### src/dode_pkg.sv
// Package: shared constants, types and helpers of the delta-of-delta encoder.
package dode_pkg;

  // Widest burst one item can cause: nine code bytes plus one flush byte.
  localparam int MaxResults = 10;
  localparam int CntW       = $clog2(MaxResults + 1);
  localparam int PackW      = 8 * MaxResults;

  // Coded word: left-aligned prefix, sign and magnitude, widest case 69 bits.
  localparam int WordW = 69;
  localparam int LenW  = 7;
  localparam int PendW = 7;

  // Width codes of the configuration register.
  localparam logic [1:0] WIDTH_1B = 2'd0;
  localparam logic [1:0] WIDTH_2B = 2'd1;
  localparam logic [1:0] WIDTH_4B = 2'd2;
  localparam logic [1:0] WIDTH_8B = 2'd3;
  localparam logic [1:0] WIDTH_RESET = WIDTH_8B;

  // Class limits on |dd|-1: positive side, then negative side.
  localparam logic [63:0] LIM_C0_POS = 64'd63;
  localparam logic [63:0] LIM_C0_NEG = 64'd62;
  localparam logic [63:0] LIM_C1_POS = 64'd255;
  localparam logic [63:0] LIM_C1_NEG = 64'd254;
  localparam logic [63:0] LIM_C2_POS = 64'd2047;
  localparam logic [63:0] LIM_C2_NEG = 64'd2046;
  localparam logic [63:0] LIM_C3_POS = 64'd2147483646;
  localparam logic [63:0] LIM_C3_NEG = 64'd2147483647;

  // Code lengths in bits.
  localparam logic [LenW-1:0] LEN_ZERO = 7'd1;
  localparam logic [LenW-1:0] LEN_C0   = 7'd9;
  localparam logic [LenW-1:0] LEN_C1   = 7'd12;
  localparam logic [LenW-1:0] LEN_C2   = 7'd16;
  localparam logic [LenW-1:0] LEN_C3   = 7'd37;
  localparam logic [LenW-1:0] LEN_C4   = 7'd69;

  // Position of an item within its block.
  typedef enum logic [1:0] {
    KIND_FIRST,
    KIND_SECOND,
    KIND_DD
  } kind_t;

  function automatic logic [63:0] width_mask(input logic [1:0] wc);
    logic [63:0] m;
    unique case (wc)
      WIDTH_1B: m = 64'h0000_0000_0000_00FF;
      WIDTH_2B: m = 64'h0000_0000_0000_FFFF;
      WIDTH_4B: m = 64'h0000_0000_FFFF_FFFF;
      default:  m = 64'hFFFF_FFFF_FFFF_FFFF;
    endcase
    return m;
  endfunction

  function automatic logic sign_of(input logic [63:0] v, input logic [1:0] wc);
    logic s;
    unique case (wc)
      WIDTH_1B: s = v[7];
      WIDTH_2B: s = v[15];
      WIDTH_4B: s = v[31];
      default:  s = v[63];
    endcase
    return s;
  endfunction

  function automatic logic [CntW-1:0] raw_bytes(input logic [1:0] wc);
    logic [CntW-1:0] n;
    unique case (wc)
      WIDTH_1B: n = CntW'(1);
      WIDTH_2B: n = CntW'(2);
      WIDTH_4B: n = CntW'(4);
      default:  n = CntW'(8);
    endcase
    return n;
  endfunction

endpackage

### src/delta_of_delta_encoder_core.sv
// Top level: delta-of-delta timestamp encoder, one value in, a burst of bytes out.
//
//  channel  | ports                                        | direction
//  ---------+----------------------------------------------+----------
//  input    | in_valid, in_stall, in_sample_value,         | into block
//           | in_final_sample                              |
//  result   | out_valid, out_stall, out_byte, out_run_end, | out of block
//           | out_stream_end                               |
//  config   | cfg_we, cfg_wdata (element width code)       | into block
//
// One byte leaves per cycle while out_stall is low. An item produces 1, 2, 4 or
// 8 bytes for the raw first value and raw first delta, 0 to 10 for a coded item
// (an item that yields no byte still passes through the last stage). The output
// byte buffer sets the sustained rate. From transfer in to first byte out an item
// passes through the stages in order: input register, delta-of-delta register,
// code register, byte buffer.
// Reset is synchronous and active low; it empties every stage and sets the
// width to 8 bytes. A stall on the output holds the buffer and backs up the
// stages one by one; the input stalls only once the input register cannot
// advance.
module delta_of_delta_encoder_core (
  input  logic        clk,
  input  logic        rst_n,
  input  logic        in_valid,
  output logic        in_stall,
  input  logic [63:0] in_sample_value,
  input  logic        in_final_sample,
  output logic        out_valid,
  input  logic        out_stall,
  output logic [7:0]  out_byte,
  output logic        out_run_end,
  output logic        out_stream_end,
  input  logic        cfg_we,
  input  logic [1:0]  cfg_wdata
);
  import dode_pkg::*;

  // Configuration and block-position state.
  logic [1:0]  wc_r;
  logic [1:0]  items_r, items_nxt;
  logic [63:0] prev_value_r, prev_value_nxt;
  logic [63:0] prev_delta_r, prev_delta_nxt;

  // Stage 1: masked delta (or raw first value).
  logic        s1_v_r;
  kind_t       s1_kind_r, s1_kind_nxt;
  logic        s1_fin_r;
  logic [63:0] s1_val_r, s1_val_nxt;

  // Stage 2: delta-of-delta (or raw value).
  logic        s2_v_r;
  kind_t       s2_kind_r;
  logic        s2_fin_r;
  logic [63:0] s2_val_r, s2_val_nxt;

  // Stage 3: left-aligned code word.
  logic             s3_v_r;
  logic             s3_raw_r, s3_raw_nxt;
  logic             s3_fin_r;
  logic [WordW-1:0] s3_word_r, s3_word_nxt;
  logic [LenW-1:0]  s3_len_r, s3_len_nxt;

  // Bit packer and output byte buffer.
  logic [PendW-1:0] pend_bits_r, pend_bits_nxt;
  logic [2:0]       pend_cnt_r, pend_cnt_nxt;
  logic [7:0]       ob_r [MaxResults];
  logic [7:0]       ob_nxt [MaxResults];
  logic [CntW-1:0]  ob_left_r, ob_left_nxt;
  logic             ob_fin_r, ob_fin_nxt;

  // Handshake and flow control.
  logic in_xfer, out_xfer, load_ok;
  logic s1_go, s1_free, s2_go, s2_free, s3_go, s3_free;

  logic [63:0] mask;
  logic [63:0] cur;

  assign mask     = width_mask(wc_r);
  assign out_valid = (ob_left_r != '0);
  assign out_xfer  = out_valid && !out_stall;
  // The buffer takes a new burst once empty or while its last byte transfers.
  assign load_ok   = (ob_left_r == '0) || ((ob_left_r == CntW'(1)) && !out_stall);

  assign s3_go   = s3_v_r && load_ok;
  assign s3_free = !s3_v_r || load_ok;
  assign s2_go   = s2_v_r && s3_free;
  assign s2_free = !s2_v_r || s3_free;
  assign s1_go   = s1_v_r && s2_free;
  assign s1_free = !s1_v_r || s2_free;

  assign in_stall = !s1_free;
  assign in_xfer  = in_valid && !in_stall;

  assign out_byte       = ob_r[0];
  assign out_run_end    = (ob_left_r == CntW'(1));
  assign out_stream_end = (ob_left_r == CntW'(1)) && ob_fin_r;

  // Accept side: block position and delta against the previous accepted value.
  assign cur = in_sample_value & mask;

  always_comb begin
    unique case (items_r)
      2'd0:    s1_kind_nxt = KIND_FIRST;
      2'd1:    s1_kind_nxt = KIND_SECOND;
      default: s1_kind_nxt = KIND_DD;
    endcase
    s1_val_nxt = (s1_kind_nxt == KIND_FIRST) ? cur : ((cur - prev_value_r) & mask);
    if (in_final_sample) begin
      items_nxt      = 2'd0;
      prev_value_nxt = '0;
    end else begin
      items_nxt      = (items_r == 2'd2) ? 2'd2 : items_r + 2'd1;
      prev_value_nxt = cur;
    end
  end

  // Stage 2: subtract the previous delta; the first or final item of a block zeroes it.
  always_comb begin
    s2_val_nxt = (s1_kind_r == KIND_DD) ? ((s1_val_r - prev_delta_r) & mask) : s1_val_r;
    prev_delta_nxt = (s1_fin_r || (s1_kind_r == KIND_FIRST)) ? '0 : s1_val_r;
  end

  // Stage 3: classify |dd|-1 and build the left-aligned code word.
  always_comb begin
    logic        neg;
    logic [63:0] magm1;
    neg   = sign_of(s2_val_r, wc_r);
    // For a negative dd, |dd|-1 equals the masked complement.
    magm1 = neg ? (~s2_val_r & mask) : (s2_val_r - 64'd1);
    s3_raw_nxt = (s2_kind_r != KIND_DD);
    if (s3_raw_nxt) begin
      s3_word_nxt = {5'b0, s2_val_r};
      s3_len_nxt  = '0;
    end else if (s2_val_r == '0) begin
      s3_word_nxt = '0;
      s3_len_nxt  = LEN_ZERO;
    end else if (magm1 < (neg ? LIM_C0_NEG : LIM_C0_POS)) begin
      s3_word_nxt = {2'b10, neg, magm1[5:0], 60'b0};
      s3_len_nxt  = LEN_C0;
    end else if (magm1 < (neg ? LIM_C1_NEG : LIM_C1_POS)) begin
      s3_word_nxt = {3'b110, neg, magm1[7:0], 57'b0};
      s3_len_nxt  = LEN_C1;
    end else if (magm1 < (neg ? LIM_C2_NEG : LIM_C2_POS)) begin
      s3_word_nxt = {4'b1110, neg, magm1[10:0], 53'b0};
      s3_len_nxt  = LEN_C2;
    end else if (magm1 < (neg ? LIM_C3_NEG : LIM_C3_POS)) begin
      s3_word_nxt = {5'b11110, neg, magm1[30:0], 32'b0};
      s3_len_nxt  = LEN_C3;
    end else begin
      s3_word_nxt = {5'b11111, neg, magm1[62:0]};
      s3_len_nxt  = LEN_C4;
    end
  end

  // Packer: splice the code behind the pending bits and cut whole bytes.
  always_comb begin
    logic [PendW-1:0] pend_left;
    logic [PackW-1:0] packed_bits;
    logic [LenW-1:0]  total;
    logic [3:0]       nfull;
    logic [2:0]       rem;
    logic [7:0]       cb [MaxResults];
    logic [CntW-1:0]  ld_cnt;
    pend_left   = PendW'(pend_bits_r << (3'd7 - pend_cnt_r));
    packed_bits = {pend_left, {(PackW - PendW){1'b0}}}
                | ({s3_word_r, {(PackW - WordW){1'b0}}} >> pend_cnt_r);
    total = LenW'(pend_cnt_r) + s3_len_r;
    nfull = total[6:3];
    rem   = total[2:0];
    for (int i = 0; i < MaxResults; i++) begin
      cb[i] = packed_bits[PackW - 1 - 8 * i -: 8];
    end

    ob_nxt        = ob_r;
    ob_left_nxt   = ob_left_r;
    ob_fin_nxt    = ob_fin_r;
    pend_bits_nxt = pend_bits_r;
    pend_cnt_nxt  = pend_cnt_r;
    ld_cnt        = '0;

    // Advance the buffer on each transfer.
    if (out_xfer) begin
      for (int i = 0; i < MaxResults - 1; i++) begin
        ob_nxt[i] = ob_r[i + 1];
      end
      ob_left_nxt = ob_left_r - CntW'(1);
    end

    if (s3_go) begin
      if (s3_raw_r) begin
        // Raw value, little-endian; no pending bits exist at this point.
        for (int i = 0; i < MaxResults; i++) begin
          ob_nxt[i] = (i < 8) ? s3_word_r[8 * (i % 8) +: 8] : 8'h00;
        end
        ld_cnt = raw_bytes(wc_r);
      end else begin
        for (int i = 0; i < MaxResults; i++) begin
          ob_nxt[i] = cb[i];
        end
        // Flush the partial byte, already zero padded, at block end.
        ld_cnt = CntW'(nfull) + CntW'(s3_fin_r && (rem != 3'd0));
        pend_bits_nxt = PendW'(cb[nfull] >> (4'd8 - {1'b0, rem}));
        pend_cnt_nxt  = rem;
      end
      if (s3_fin_r) begin
        pend_bits_nxt = '0;
        pend_cnt_nxt  = '0;
      end
      ob_left_nxt = ld_cnt;
      ob_fin_nxt  = s3_fin_r;
    end
  end

  always_ff @(posedge clk) begin
    if (!rst_n) begin
      wc_r         <= WIDTH_RESET;
      items_r      <= 2'd0;
      prev_value_r <= '0;
      prev_delta_r <= '0;
      s1_v_r       <= 1'b0;
      s2_v_r       <= 1'b0;
      s3_v_r       <= 1'b0;
      pend_bits_r  <= '0;
      pend_cnt_r   <= '0;
      ob_left_r    <= '0;
    end else begin
      if (cfg_we) begin
        wc_r <= cfg_wdata;
      end
      if (in_xfer) begin
        items_r      <= items_nxt;
        prev_value_r <= prev_value_nxt;
      end
      if (s1_go) begin
        prev_delta_r <= prev_delta_nxt;
      end
      if (s1_free) begin
        s1_v_r <= in_xfer;
      end
      if (s2_free) begin
        s2_v_r <= s1_go;
      end
      if (s3_free) begin
        s3_v_r <= s2_go;
      end
      pend_bits_r <= pend_bits_nxt;
      pend_cnt_r  <= pend_cnt_nxt;
      ob_left_r   <= ob_left_nxt;
    end
  end

  // Payload registers: load on advance, hold otherwise.
  always_ff @(posedge clk) begin
    if (in_xfer) begin
      s1_kind_r <= s1_kind_nxt;
      s1_fin_r  <= in_final_sample;
      s1_val_r  <= s1_val_nxt;
    end
    if (s1_go) begin
      s2_kind_r <= s1_kind_r;
      s2_fin_r  <= s1_fin_r;
      s2_val_r  <= s2_val_nxt;
    end
    if (s2_go) begin
      s3_raw_r  <= s3_raw_nxt;
      s3_fin_r  <= s2_fin_r;
      s3_word_r <= s3_word_nxt;
      s3_len_r  <= s3_len_nxt;
    end
    ob_r     <= ob_nxt;
    ob_fin_r <= ob_fin_nxt;
  end

endmodule

### config.mk
export PLATFORM = sky130hd
export DESIGN_NAME = delta_of_delta_encoder_core
export DESIGN_NICKNAME = d
export VERILOG_FILES = /design/src/dode_pkg.sv /design/src/delta_of_delta_encoder_core.sv
export SDC_FILE = /design/constraint.sdc
export NUM_CORES = 1
export LEC_CHECK = 0
export ABC_AREA = 0
export BUFFER_PORTS_ARGS = -buffer_cell sky130_fd_sc_hd__buf_4
export CORE_MARGIN = 2
export CORE_UTILIZATION = 30
export CTS_BUF_LIST = sky130_fd_sc_hd__clkbuf_4 sky130_fd_sc_hd__clkbuf_8
export CTS_CLUSTER_SIZE = 40
export DETAILED_ROUTE_END_ITERATION = 8
export GPL_TIMING_DRIVEN = 0
export HOLD_SLACK_MARGIN = 0.15
export SYNTH_ARGS = -nofsm -noshare
export SYNTH_HDL_FRONTEND = slang
export SYNTH_SLANG_ARGS = --single-unit
### constraint.sdc
create_clock -name clk -period 6.1 [get_ports clk]
set_input_delay 1.22 -clock clk [delete_from_list [all_inputs] [get_ports clk]]
set_output_delay 1.22 -clock clk [all_outputs]
set_load 0.01 [all_outputs]
* After elaboration in Yosys (flattened, before gate mapping) *
Cells that the tools add are included.

operators by class
  $add $sub $neg = 9
  $mul = 0
  divide/modulo/power cells = 0
  $lt $le $gt $ge = 5
  eq/ne operators = 8
  shift operators = 3
  muxes and demuxes = 39
  bitwise logic cells = 7
  reductions and logical operators = 32

operators by type and width
  kind                                                                  count
  64-bit 2-to-1 mux                                                     7
  64-bit bitwise AND                                                    4
  64-bit one-hot mux with 3 select lines                                1
  80-bit 2-to-1 mux                                                     2
  67-bit 2-to-1 mux                                                     2
  64-bit subtractor                                                     2
  80-bit OR                                                             1
  80-bit by 3-bit right shift with 80-bit output                        1
  72-bit 2-to-1 mux                                                     1
  66-bit 2-to-1 mux                                                     1
  65-bit 2-to-1 mux                                                     1
  64-bit logical NOT                                                    1
  64-bit by 11-bit less-than comparator with 1-bit output               1
  64-bit by 31-bit less-than comparator with 1-bit output               1
  64-bit by 6-bit less-than comparator with 1-bit output                1
  64-bit by 8-bit less-than comparator with 1-bit output                1
  64-bit NOT                                                            1
  64-bit by 1-bit subtractor with 64-bit output, second input constant  1
  8-bit binary-select mux with 4-bit select                             1
  7-bit 2-to-1 mux                                                      3
  4-bit 2-to-1 mux                                                      5
  8-bit 2-to-1 mux                                                      2
  4-bit one-hot mux with 3 select lines                                 1
  1-bit logical AND                                                     8
  other kinds (33)                                                      53

word-level totals
  bits in registers = 442
  bits in latches = 0
  bits in writable memories = 0
  bits in read-only memories = 0
  bits of input ports = 72
  output and inout port bits = 12
  logic and storage cells = 140
  memories = 0

* Logic depth before layout (Yosys ltp) *
Gate-level depths: netlist (run 1).

  depth after elaboration = 11
  mapped depth = 19
  mapped depth without buffers = 15

* Worst setup path before layout (run 1) *
Ideal clock, no wire load.

  path type = in2reg
  start = input port out_stall
  end = register ob_left_r[2]
  setup time = 0.128 ns
  arrival = 5.668 ns
  required time = 5.972 ns
  slack = 0.304 ns
  stages = 4
  path buffers = 0
  cells stage by stage = a21oi_1 o21ai_0 a22oi_1 nor2b_1

on the way
  cells in the longest elaborated chain, start to end = 5
  elaborated cells between the ends (all ways) = 7
  classes of those cells = mux: 1; reduce/logical: 6

ends and longest elaborated chain
  item                                                           line                                                                  RTL
  start: declaration                                             delta_of_delta_encoder_core.sv:29                                     input logic out_stall,
  1-bit logical NOT *                                            delta_of_delta_encoder_core.sv:80, delta_of_delta_encoder_core.sv:82
  1-bit logical AND                                              delta_of_delta_encoder_core.sv:82                                     assign load_ok = (ob_left_r == '0) || ((ob_left_r == CntW'(1)) && !out_stall);
  1-bit logical OR                                               delta_of_delta_encoder_core.sv:82
  1-bit logical AND                                              delta_of_delta_encoder_core.sv:84                                     assign s3_go = s3_v_r && load_ok;
  4-bit 2-to-1 mux / 2-bit nonzero test (equally long branches)  n/a
  end signal: assignment                                         delta_of_delta_encoder_core.sv:248                                    ob_left_r <= ob_left_nxt;
  end: declaration                                               delta_of_delta_encoder_core.sv:68                                     logic [CntW-1:0] ob_left_r, ob_left_nxt;

Mark *: on every way between the ends. The rest lies on a longest branch, timed or not.
A chain may end at the register's enable or synchronous reset.

* Final worst setup path (run 1) *
  start = register s2_val_r[31]
  end = register s3_word_r[17] (data pin)

on the way
  cells in the longest elaborated chain, start to end = 10
  elaborated cells between the ends (all ways) = 20
  classes of those cells = add/sub: 1; order compare: 4; mux: 12; bitwise: 2; reduce/logical: 1

ends and longest elaborated chain
  item                                                                                   line                                RTL
  start: declaration                                                                     delta_of_delta_encoder_core.sv:54   logic [63:0] s2_val_r, s2_val_nxt;
  start signal: assignment                                                               delta_of_delta_encoder_core.sv:262  s2_val_r <= s2_val_nxt;
  branches (longest 8 deep; another with 64-bit by 1-bit subtractor with 64-bit output)  n/a
  64-bit 2-to-1 mux *                                                                    delta_of_delta_encoder_core.sv:134  end else if (s2_val_r == '0) begin
  64-bit 2-to-1 mux *                                                                    delta_of_delta_encoder_core.sv:131  if (s3_raw_nxt) begin
  named net s3_word_nxt[17]                                                              delta_of_delta_encoder_core.sv:60   logic [WordW-1:0] s3_word_r, s3_word_nxt;
  end signal: assignment                                                                 delta_of_delta_encoder_core.sv:267  s3_word_r <= s3_word_nxt;
  end: declaration                                                                       delta_of_delta_encoder_core.sv:60

Mark *: on every way through the listed nets, which the timed path passes.

==> run summary, run 1 <==
Status = completed
Routed Antenna Nets = 0
Pre-CTS WS = -631.9 ps
Tcrit/Tclk final = 0.9903
CORE AREA = 0.1071 mm²
GRT Resource Usage Total = 0.2104
FP Rows = 120
Largest net degree at the start of global routing = 74
Syn Area/Cell = 8.440 µm²
Wire per inst = 21.89 µm
DRC Markers = 0
Iteration-0 DRC count of the detailed router = 2462
Pins Over Slew Limit = 0
Slowest-stage cell, CP = buf_1
Antenna violations before repair = 3
Startpoint Class = flop
Vias per inst = 5.466
Fmax = 0.1655 GHz
Max-cap violations = 0
Minimum clock period after layout = 6041 ps
Clock transition at path regs = 60 ps
TritonCTS Buffers = 80
Sw Share = 0.3425
Worst slew pin tran = 1393 ps
Final GP Congestion = 1.008
IO Pins = 84
Yosys cell types = 87
Synth Area in Adders = 0.05639
Total congestion overflow = 0
Clock power share = 0.298
Hold_buf cts = 0
Clock skew = 82.33 ps
Primary FF master, synth = edfxtp_1
Asr flop ratio synth = 0
WP buf/inv = 6
Int Pwr = 6.370 mW
Root Driver = clkbuf_8
Mux share of post-synthesis cell area = 0.08919
Slew HR = 0.06453
Unrepaired setup endpoints after global routing = false
Mapped Area = 0.03242 mm²
Hold Crit Class = reg -> reg
Kind of critical path = reg -> reg
Area Growth Syn to Fin = 13.21%
Power density over the cells = 264.0 mW/mm²
Via count = 29.96k
Die Wd = 332.7 µm
Clock Path Buffers = 3
Clock latency on the worst-skew pair = 750 ps
Sequential share of power = 0.413
Fin. Hold Viols = 0
I/O Buffers = 82
Fillers = 11.31k
Post-Syn Nets = 4057
Crit-path leading delay family = buffers and inverters
Cell with the most instances after synthesis = nand2_1
Sequential cell area fraction in the yosys report = 0.3588
Post-Synth Simple-Gate Area = 0.1860
Post-route insts no fill = 5481
Vias in the first global route = 29.15k
Compound-Gate Fraction of Synth Area = 0.2225
CTS tree = built
Detailed Routing Iterations Pass 1 = 6
Combinational power share = 0.288
Yosys warnings = 0
Critical path, cell by cell = clkbuf_1 > mux2_2 > mux2i_1 > clkbuf_1 > buf_1 > o21ai_0 > mux2i_1 > nor4_1 > nand4b_1 > nor4_1 > nor2_1 > a21o_1 > inv_1 > buf_2 > buf_2 > nand2_1 > o21ai_0
Max VDD drop = 135.9 µV
Gate Count Post-Synth = 3841
Flops & latches, synth = 437
Critical Path Fanout Max = 10
H-tree levels = 3
Placed Cells = 5332
XOR/XNOR share of the synthesized area = 0.03296
Top-area cell type share of the netlist area = 0.2668
Top cell type by total area after synthesis = edfxtp_1
Clock Sinks = 437
Total Routed Length = 120.0 mm
NetSw = 3.317 mW
Post-synth EDFFs = 288
Synth top area cells = edfxtp_1 (27%), dfxtp_1 (9.2%), mux2i_1 (7.3%), ha_1 (5.5%), nand2_1 (5.2%)
First-pass GRT wire length = 178.9 mm
Starting Density = 0.3028
Leak = 12.99 nW
Final WS setup = 59.21 ps
DIE AREA = 0.1107 mm²
CP peak stage delay = 650 ps
Final nets = 4228
HPWL Detailed = 95.65 mm
Commonest cells in the netlist = nand2_1 (453), nor2_1 (311), edfxtp_1 (288)
Fraction of layout cells with a size suffix above 1 = 0.07853
WP data required = 6560 ps
Die H = 332.7 µm
Main combinational cell family by area after synthesis = compound AO/OA/AOI/OAI gates
Worst Path Arrival = 6500 ps
Setup violators final = 0
CP Capture Type = flop
kinds of logic after synthesis:
family | after synthesis
flops | 437
compound gates | 1119
buf+inv | 451
xor+xnor | 122
mux | 265
simple gates | 1302
fa+ha+maj | 145
worst register-to-register path: stages, from the launching register on:
cell	delay (ps)
edfxtp_1	440
clkbuf_1	300
mux2_2	410
mux2i_1	360
clkbuf_1	510
buf_1	650
o21ai_0	250
mux2i_1	370
nor4_1	420
nand4b_1	150
nor4_1	460
nor2_1	190
a21o_1	260
inv_1	80
buf_2	280
buf_2	360
nand2_1	90
o21ai_0	210
cell type report:
cell class              count  area (µm²)  share of cell area
well taps                1403        1755             0.04783
inverters                 197       739.5             0.02015
multi-input cells        2953       19120              0.5209
clock inverters            38       321.6            0.008762
clock buffers             107        1323             0.03604
flip-flops and latches    437       11630              0.3169
plain buffers             253        1028             0.02802
diodes                      3       7.507           0.0002046
repair buffers             90       778.2             0.02121
power groups by stage:
stage	Sequential, mW	Clock [mW]	Combinational (mW)
floorplan	3.97	0	1.88
global placement	4.12	0	2.68
detailed placement	4.06	0	2.75
CTS	4.00	2.98	2.76
global route	4.04	3.10	3.08
finish	4.00	2.89	2.79
cells in the final DEF, fill, tap and decap left out, types with 149 or more instances in the layout:
cell        n
mux2i_1   234
nor2_1    310
inv_1     195
clkbuf_1  182
nand2_1   453
a21oi_1   285
dfxtp_1   149
o21ai_0   261
edfxtp_1  288
nand3_1   185
stage by stage:
| stage | utilization | setup TNS (ps) | instance area, µm² | total power [mW] | hold WS, ps |
|---|---|---|---|---|---|
| after floorplan | - | 0 | 32420 | 5.848 | 400.3 |
| after global placement | 0.3250 | -171930 | 34790 | 6.799 | 444.6 |
| after detailed placement | 0.3265 | -4225 | 34950 | 6.812 | 444.5 |
| after CTS | 0.3421 | 0 | 36620 | 9.750 | 459.8 |
| after global routing | 0.3428 | 0 | 36700 | 10.22 | 470.4 |
| final | 0.3428 | 0 | 36700 | 9.687 | 444.4 |
routing by layer:
layer / track usage / wire length (µm)
met1: 0.2652 / 50650
met4: 0.1092 / 7033
met2: 0.3459 / 55000
met3: 0.03411 / 7266
met5: 0 / 13
flip-flops by register name, indices dropped and copies added, names as in the netlist, 2 cells and up:
name / flops
prev_delta_r: 64
pend_bits_r: 7
ob_left_r: 4
wc_r: 2
prev_value_r: 64
items_r: 2
s2_val_r: 64
s1_kind_r: 2
pend_cnt_r: 3
ob_r: 68
s3_word_r: 69
s2_kind_r: 2
s3_len_r: 6
s1_val_r: 64
out_byte: 8
final timing paths:
| path | startpoint | to | slack (ps) | cells past startpoint |
|---|---|---|---|---|
| setup / recovery | s2_val_r[31] | s3_word_r[17] | 60 | 17 |
| hold / removal | s2_fin_r | s3_fin_r | 440 | 0 |
| setup reg to reg | s2_val_r[31] | s3_word_r[17] | 60 | 17 |
| hold reg to reg | s2_fin_r | s3_fin_r | 440 | 0 |
what timing repair did:
item                                   CTS  global route
endpoints found under the hold margin    0             0
resized for setup                        9            15
pin swaps                                0             1
setup endpoints to repair               31            60
buffers inserted                         0             2
(Power assumes the default switching activity.)
==> run 2: changes to the inputs <==
BUFFER_PORTS_ARGS = unset   (was -buffer_cell sky130_fd_sc_hd__buf_4)
DONT_BUFFER_PORTS = 1   (was unset)
PLACE_DENSITY = 0.47   (was unset)
==> run summary, run 2 (synthesis gave the netlist of run 1 again) <==
Worst slew pin tran = 1212 ps (was 1393 ps)
Starting Density = 0.3028 (unchanged)
NetSw = 3.388 mW (was 3.317 mW)
Top reg by flops = s3_word_r (unchanged)
FP Rows = 120 (unchanged)
IO Pins = 84 (unchanged)
RR Startpoint = s2_val_r[7] (was s2_val_r[31])
Leak = 12.75 nW (was 12.99 nW)
Slew HR = 0.1880 (was 0.06453)
GRT met1 Usage = 0.2795 (was 0.2652)
Tcrit/Tclk final = 1.028 (was 0.9903)
Max VDD drop = 191.6 µV (was 135.9 µV)
Total congestion overflow = 0 (unchanged)
Final WS setup = -171.1 ps (was 59.21 ps)
Fin. Hold Viols = 0 (unchanged)
Sw Share = 0.3364 (was 0.3425)
CTS tree = built (unchanged)
Unrepaired setup endpoints after global routing = true (was false)
Top Usage Layer GRT = met2 (unchanged)
Combinational power share = 0.273 (was 0.288)
Root Driver = clkbuf_8 (unchanged)
Area Growth Syn to Fin = 12.30% (was 13.21%)
Vias per inst = 5.388 (was 5.466)
Total Routed Length = 125.1 mm (was 120.0 mm)
Routed Antenna Nets = 0 (unchanged)
CORE AREA = 0.1071 mm² (unchanged)
Setup TNS = -752.6 ps (was 0 ps)
Fmax = 0.1595 GHz (was 0.1655 GHz)
CP peak stage delay = 700 ps (was 650 ps)
Status = complete, but fails checks (was completed)
Startpoint Class = flop (unchanged)
Int Pwr = 6.685 mW (was 6.370 mW)
Clock latency on the worst-skew pair = 770 ps (was 750 ps)
Clock power share = 0.329 (was 0.298)
HPWL Detailed = 100.2 mm (was 95.65 mm)
DRC Markers = 0 (unchanged)
Kind of critical path = reg -> reg (unchanged)
Slowest-stage cell, CP = buf_1 (unchanged)
Iteration-0 DRC count of the detailed router = 2198 (was 2462)
HP Start = s2_fin_r (unchanged)
Met3 Resource Use GR = 0.02991 (was 0.03411)
Met2 usage = 0.3704 (was 0.3459)
Clock transition at path regs = 60 ps (about the same)
First-pass GRT wire length = 186.7 mm (was 178.9 mm)
Crit path to = s3_word_r[52] (was s3_word_r[17])
Fraction of layout cells with a size suffix above 1 = 0.06195 (was 0.07853)
WP data required = 6670 ps (was 6560 ps)
CP Capture Type = flop (unchanged)
Min Hold Slack = 430.2 ps (was 444.4 ps)
Pins Over Slew Limit = 0 (unchanged)
GRT Resource Usage Total = 0.2217 (was 0.2104)
Most frequent cells in the layout = nand2_1 (453), nor2_1 (310), edfxtp_1 (288) (unchanged)
H-tree levels = 3 (unchanged)
Sequential share of power = 0.398 (was 0.413)
Largest regs = s3_word_r: 69 flops, ob_r: 68 flops (unchanged)
Worst Path Arrival = 6840 ps (was 6500 ps)
Final GP Congestion = 1.025 (was 1.008)
Minimum clock period after layout = 6271 ps (was 6041 ps)
Clock Path Buffers = 3 (unchanged)
Hold Crit Class = reg -> reg (unchanged)
Antenna violations before repair = 2 (was 3)
Die Wd = 332.7 µm (unchanged)
TritonCTS Buffers = 84 (was 80)
Setup violators final = 16 (was 0)
Final nets = 4151 (was 4228)
Critical Path Fanout Max = 10 (unchanged)
Power density over the cells = 276.7 mW/mm² (was 264.0 mW/mm²)
Max reg flops = 69 (unchanged)
Via count = 29.14k (was 29.96k)
DIE AREA = 0.1107 mm² (unchanged)
Vias in the first global route = 29.14k (was 29.15k)
Wire per inst = 23.12 µm (was 21.89 µm)
Largest net degree at the start of global routing = 69 (was 74)
Reg2Reg Setup Slack = -170 ps (was 60 ps)
Detailed Routing Iterations Pass 1 = 6 (unchanged)
I/O Buffers = 0 (was 82)
Worst Reg-to-Reg Cells = 16 (was 17)
Max-cap violations = 0 (unchanged)
Clock Sinks = 437 (unchanged)
Final total power = 10.07 mW (was 9.687 mW)
Clock skew = 64.38 ps (was 82.33 ps)
Die H = 332.7 µm (unchanged)
Crit. Startpoint = s2_val_r[7] (was s2_val_r[31])
Endpoint of the worst-slack reg-to-reg timing path = s3_word_r[52] (was s3_word_r[17])
Commonest non-fill, non-tap cell in the layout = nand2_1 (unchanged)
Critical path, cell by cell = clkbuf_1 > mux4_2 > buf_1 > clkbuf_1 > a21oi_1 > mux2i_1 > a2111oi_0 > nand4_1 > nor4_1 > nor2_1 > a21o_1 > inv_1 > buf_2 > buf_2 > a22oi_1 > nand2_1 (was clkbuf_1 > mux2_2 > mux2i_1 > clkbuf_1 > buf_1 > o21ai_0 > mux2i_1 > nor4_1 > nand4b_1 > nor4_1 > nor2_1 > a21o_1 > inv_1 > buf_2 > buf_2 > nand2_1 > o21ai_0)
Failing checks = setup timing
==> run 2: cell types whose count changed in the layout (fill, tap and decap cells not counted), moves of 3 or more <==
cell,delta
clkinv_1,+9
clkbuf_1,-3
clkinvlp_4,-3
bufinv_16,+8
clkbuf_4,-9
buf_4,-81
clkbuf_8,+4
buf_2,+3
==> run 2: repair_timing <==
| item | CTS | global route |
|---|---|---|
| resized for setup | 12 | 25 |
| buffers inserted | 2 | 0 |
| hold buffers | 0 | 0 |
| setup endpoints to repair | 71 | 67 |
| pin swaps | 1 | 0 |
==> run 2: how the worst min path moves through the flow <==
stage / cells past startpoint / end / slack, ps
floorplan: 0 / s3_fin_r / 400
global placement: 0 / s3_fin_r / 410
detailed placement: 0 / s3_fin_r / 420
global route: 0 / s3_fin_r / 440
finish: 0 / s3_fin_r / 430
CTS: 0 / s3_fin_r / 430
==> run 2: cell type report <==
cell class	instances	area (µm²)
clock inverter	53	584.3
antenna	3	7.507
multi-input combinational	2953	19160
buffer	253	1035
inverter	197	739.5
timing repair buffer	9	185.2
tap	1403	1755
fill	11420	70650
sequential	437	11630
clock buffer	101	1303
==> run 2: critical path: cells and delay by family, from the launching register on <==
family / cells / cell delay [ps]
flops: 1 / 340
buf+inv: 6 / 2630
simple gates: 4 / 1140
compound gates: 4 / 1150
mux: 2 / 810
==> run 2: per-stage QoR <==
| step | util | worst slack, ps | instances | cell area, µm² |
|---|---|---|---|---|
| floorplan | - | 303.6 | 3841 | 32420 |
| global placement | 0.3192 | -1689 | 5244 | 34170 |
| global route | 0.3400 | -0.4849 | 5408 | 36400 |
| detailed placement | 0.3212 | -934.4 | 5251 | 34380 |
| CTS | 0.3392 | 33.05 | 5407 | 36310 |
| finish | 0.3401 | -171.1 | 5409 | 36400 |
==> run 2: power by group through the flow <==
stage	clock (mW)	sequential (mW)	combinational [mW]
after global routing	3.53	4.04	3.04
final	3.32	4.01	2.75
after global placement	0	4.13	2.68
after CTS	3.44	4.01	2.74
after floorplan	0	3.97	1.88
after detailed placement	0	4.06	2.73
==> run 2: per-layer routing <==
layer	up-vias	wire length, µm	part of all wire
met5	-	0	0
met4	0	6793	0.054
met3	313	6006	0.048
met2	867	58520	0.47
met1	13760	53760	0.43
li1	14210	-	-
